<file path="config.mk">
export PLATFORM = sky130hd
export DESIGN_NAME = oaht_front
export DESIGN_NICKNAME = d
export VERILOG_FILES = /design/src/hdl/oaht_pkg.sv /design/src/hdl/oaht_front.sv
export SDC_FILE = /design/constraint.sdc
export NUM_CORES = 1
export LEC_CHECK = 0
export ABC_CLOCK_PERIOD_IN_PS = 9650
export CORE_ASPECT_RATIO = 0.9
export CORE_MARGIN = 2
export CORE_UTILIZATION = 42
export CTS_CLUSTER_DIAMETER = 200
export CTS_CLUSTER_SIZE = 20
export DETAILED_ROUTE_END_ITERATION = 8
export DONT_BUFFER_PORTS = 1
export PLACE_DENSITY = 0.57
export SLEW_MARGIN = 25
export SYNTH_ARGS = -nofsm -noshare
export SYNTH_HDL_FRONTEND = slang
export SYNTH_SLANG_ARGS = --single-unit
</file>
<file path="constraint.sdc">
create_clock -name clk -period 9.65 [get_ports clk]
set_clock_uncertainty 0.1 [all_clocks]
set_input_delay 0.965 -clock clk [delete_from_list [all_inputs] [get_ports clk]]
set_output_delay 0.965 -clock clk [all_outputs]
set_load 0.05 [all_outputs]
</file>
<file path="src/hdl/oaht_pkg.sv">
// Shared types and constants for the open-addressing hash table.
`default_nettype none
package oaht_pkg;
  localparam int TABLE_SLOTS_DEF = 256;
  localparam int KEY_BYTES_DEF   = 8;
  localparam int VALUE_BYTES_DEF = 8;
  localparam int KEY_W   = 64;
  localparam int VAL_W   = 64;
  localparam int SIZE_W  = 9;
  localparam int PNUM_W  = 8;
  localparam int SUM_W   = 17;
  localparam int CNT_W   = 9;
  localparam int SLOT_W  = 8;
  localparam int QUEUE_DEPTH = 2;

  // Request function codes.
  typedef enum logic [1:0] {
    FN_INSERT = 2'd0,
    FN_SEARCH = 2'd1,
    FN_PROBE  = 2'd2,
    FN_STATS  = 2'd3
  } func_t;

  // Configuration register indexes.
  localparam logic [0:0] REG_TABLE_SIZE = 1'd0;
  localparam logic [0:0] REG_PROBE_MODE = 1'd1;

  // Back-end sequencer states.
  typedef enum logic [2:0] {
    ST_IDLE,
    ST_MOD,
    ST_ADDR,
    ST_READ,
    ST_CHECK,
    ST_DONE
  } state_t;

  // Classified request handed from the front end to the back end.
  typedef struct packed {
    func_t             func;
    logic [KEY_W-1:0]  key;
    logic [VAL_W-1:0]  value;
    logic [PNUM_W-1:0] pnum;
  } req_t;

  // One result item.
  typedef struct packed {
    logic              success;
    logic [SLOT_W-1:0] slot;
    logic [VAL_W-1:0]  found;
    logic [SUM_W-1:0]  total;
    logic [CNT_W-1:0]  count;
  } rsp_t;
endpackage
`default_nettype wire

</file>
<file path="src/hdl/oaht_front.sv">
// Front end: accepts requests, masks key and value, and queues them.
`default_nettype none
module oaht_front #(
  parameter int KEY_BYTES   = oaht_pkg::KEY_BYTES_DEF,
  parameter int VALUE_BYTES = oaht_pkg::VALUE_BYTES_DEF
) (
  input  wire logic           clk,
  input  wire logic           rst_n,
  input  wire logic           in_valid,
  output logic                in_ready,
  input  wire oaht_pkg::req_t in_req,
  output logic                q_valid,
  input  wire logic           q_ready,
  output oaht_pkg::req_t      q_req
);
  localparam int KB = KEY_BYTES * 8;
  localparam int VB = VALUE_BYTES * 8;
  localparam int D  = oaht_pkg::QUEUE_DEPTH;

  oaht_pkg::req_t    entry_r [D];
  logic              wp_r, wp_nxt, rp_r, rp_nxt;
  logic [1:0]        cnt_r, cnt_nxt;
  oaht_pkg::req_t    masked;
  logic              push, pop;

  // Mask key and value to their configured byte widths.
  always_comb begin
    masked = in_req;
    masked.key = in_req.key & ({oaht_pkg::KEY_W{1'b1}} >> (oaht_pkg::KEY_W - KB));
    masked.value = in_req.value & ({oaht_pkg::VAL_W{1'b1}} >> (oaht_pkg::VAL_W - VB));
  end

  assign in_ready = (cnt_r != 2'(D));
  assign push     = in_valid && in_ready;
  assign q_valid  = (cnt_r != 2'd0);
  assign pop      = q_valid && q_ready;
  assign q_req    = entry_r[rp_r];

  // Queue pointers and fill level.
  always_comb begin
    wp_nxt  = push ? ~wp_r : wp_r;
    rp_nxt  = pop ? ~rp_r : rp_r;
    cnt_nxt = cnt_r + 2'(push) - 2'(pop);
  end

  always_ff @(posedge clk) begin
    if (!rst_n) begin
      wp_r  <= 1'b0;
      rp_r  <= 1'b0;
      cnt_r <= 2'd0;
    end else begin
      wp_r  <= wp_nxt;
      rp_r  <= rp_nxt;
      cnt_r <= cnt_nxt;
    end
  end

  always_ff @(posedge clk) begin
    if (push) begin
      entry_r[wp_r] <= masked;
    end
  end
endmodule
`default_nettype wire

</file>
==> flow_summary.json <==
{
  "fillers": 1981,
  "cp_cell_sequence": "buf_4 -> mux2_2",
  "ys_ff_latch": 281,
  "tritoncts": "yes",
  "grt_max_degree": 74,
  "rsz0062_at_grt": "no",
  "drv_cap": 0,
  "power-per-cell-area_mw_per_mm2": 309.1,
  "power_frac_seq": 0.469,
  "leakage_nw": 3.472,
  "synth_nets": 597,
  "antenna_left": 0,
  "drc": 0,
  "cp_top_family": "flip-flops",
  "worstSetupEndpointType": "output pin",
  "vias_per_cell": 5.214,
  "status": "finished clean",
  "post-place-ws_ps": 6139,
  "fin_tns_setup_ps": 0,
  "clk_latency_ps": 490,
  "die_area_mm2": 0.02564,
  "grt_use_total": 0.1320,
  "grt-ovfl-total": 0,
  "cts_resized": 0,
  "routed_wl_um": 17710,
  "cp-start-kind": "flip-flop",
  "hold_path_class": "flip-flop to flip-flop",
  "setup_viol": 0,
  "drive_above_1_share": 0.3561,
  "grt_pass1_vias": 4410,
  "syn_area_per_cell_um2": 22.60,
  "post-route-period-util": 0.4101,
  "vdd_drop_max_uv": 228.2,
  "ys_seq_area_frac": 0.8193,
  "first_iter_violations": 258,
  "die_width_um": 168.6,
  "finalHoldViolations": 0,
  "switchingPower_w": 0.001298,
  "postCtsSetupBuffers": 0,
  "clockRootBuffer": "clkbuf_16",
  "die_y_um": 152.1,
  "yosysWarnings": 0,
  "place.port_buffers": 0,
  "syn_inst": 453,
  "synth_cell_type_count": 17,
  "firstDrtPassIters": 4,
  "slowest_stage": "dfxtp_4",
  "wl_per_cell_um": 22.79,
  "start_util": 0.4245,
  "clock_sinks": 281,
  "htreeDepth": 1,
  "worst-setup-path-type": "flip-flop to output pin",
  "relSlewSlack": 0.3595,
  "syn_area_mm2": 0.01024,
  "grt_first_pass_wirelength_um": 26330,
  "antenna_cells": 0,
  "finalNetCount": 607,
  "crit_buf_inv": 1,
  "routabilityCongestion": 0.8075,
  "seq_area_mm2": 0.008392,
  "path_clk_slew_ps": 80,
  "vias": 4051,
  "slew_viol_final": 0,
  "p_int_w": 0.002119,
  "finalWorstSetupSlack_ps": 5692,
  "area_delta_synth_final_pct": 7.956,
  "dp_hpwl_um": 11800,
  "tightest_slew_ps": 960.8,
  "multi_input_area_mm2": 0.001697,
  "required_ps": 8590,
  "clockBufferDepth": 3,
  "cts_hold_buf": 0,
  "rows": 54,
  "min_period_ps": 3958,
  "antenna_found_initial": 0,
  "pwr-share-comb": 0.317,
  "clock.fmax_mhz": 252.7,
  "crit_fanout": 73,
  "clkPwrFrac": 0.214,
  "crit_path_max_incr_delay_ps": 900,
  "ios": 282,
  "cts_buffers": 18,
  "core_mm2": 0.02412,
  "swShare": 0.3798,
  "cp.arrival_ps": 2890
}
per-layer routing:
layer,track usage,wire (µm),part of all wire
met1,0.1481,6515,0.37
met2,0.2158,8225,0.46
met3,0.07528,2449,0.14
met4,0.03736,516,0.029
met5,0,0,0
cell usage after synthesis:
cell        n  area share
mux2_2    138        0.15
xnor2_1     3      0.0026
or2_2       1     0.00061
buf_6      14       0.015
nor2b_1     2      0.0012
nor2_1      1     0.00037
dfxtp_1     5      0.0098
nand2_1     2     0.00073
buf_2       1     0.00049
nand2b_1    2      0.0012
and2_1      2      0.0012
mux2i_1     1     0.00098
inv_1       1     0.00037
edfxtp_1  276        0.81
and3_1      1     0.00061
o21a_1      1     0.00073
ha_1        2      0.0024
tightest hold or removal path, stage by stage, from the launching register on:
cell and delay [ps]:
dfxtp_1 340, xnor2_1 140, nor2b_1 40
logic make-up after synthesis:
group / count (synthesis) / share of synthesized area
AO/OA/AOI/OAI: 1 / 0.0007335
XOR/XNOR: 3 / 0.002567
adder cells (fa/ha/maj): 2 / 0.002444
buffers and inverters: 16 / 0.01625
flip-flops: 281 / 0.8193
multiplexers: 139 / 0.1528
AND/OR/NAND/NOR: 11 / 0.005988
cells in the final DEF, fill, tap and decap left out, drive strengths merged:
cell,instances
nand2,2
and2,2
and3,1
inv,2
o21a,1
nor2b,2
mux2,138
or2,1
nor2,1
xnor2,3
mux2i,1
nand2b,2
clkbuf,25
ha,2
buf,5
dfxtp,5
edfxtp,276
path summary, 6_finish.rpt:
path,from,cells past startpoint,endpoint,slack (ps)
min reg2reg,rp_r,2,flip-flop,450
min,rp_r,2,flip-flop,450
max reg2reg,cnt_r[0],4,entry_r[1][102],6570
max,flip-flop,2,q_req[133],5690
flip-flops by register name, summed over array words and instances, names as in the netlist, named ones only:
name	count
cnt_r	2
entry_r	276
rp_r	1
wp_r	1
final cells by class:
class,instances,share of cell area
Inverter,1,0.0003396
Timing Repair Buffer,5,0.005207
Tap cell,308,0.03487
Multi-Input combinational cell,156,0.1535
Sequential cell,281,0.7592
Clock buffer,25,0.04505
Clock inverter,1,0.001811
power by group through the flow:
| stage | Sequential (W) | Combinational, W | Clock [W] |
|---|---|---|---|
| 6_report | 0.00160 | 0.00108 | 0.000732 |
| 5_1_grt | 0.00162 | 0.00112 | 0.000804 |
| 4_1_cts | 0.00161 | 0.00109 | 0.000761 |
| 3_5_place_dp | 0.00163 | 0.00109 | 0 |
| 3_3_place_gp | 0.00163 | 0.00108 | 0 |
| 2_1_floorplan | 0.00162 | 0.00105 | 0 |
per-stage QoR:
stage / std cells / util / hold slack, ps / power (W) / instance area, µm²
6_report: 777 / 0.4582 / 448.2 / 0.003416 / 11050
5_1_grt: 777 / 0.4582 / 431.7 / 0.003547 / 11050
4_1_cts: 777 / 0.4582 / 435.2 / 0.003462 / 11050
3_5_place_dp: 751 / 0.4368 / 428.2 / 0.002726 / 10540
3_3_place_gp: 750 / 0.4356 / 407.4 / 0.002706 / 10510
2_1_floorplan: 453 / - / 354.9 / 0.002665 / 10240
Power figures use the tool's default switching activity.
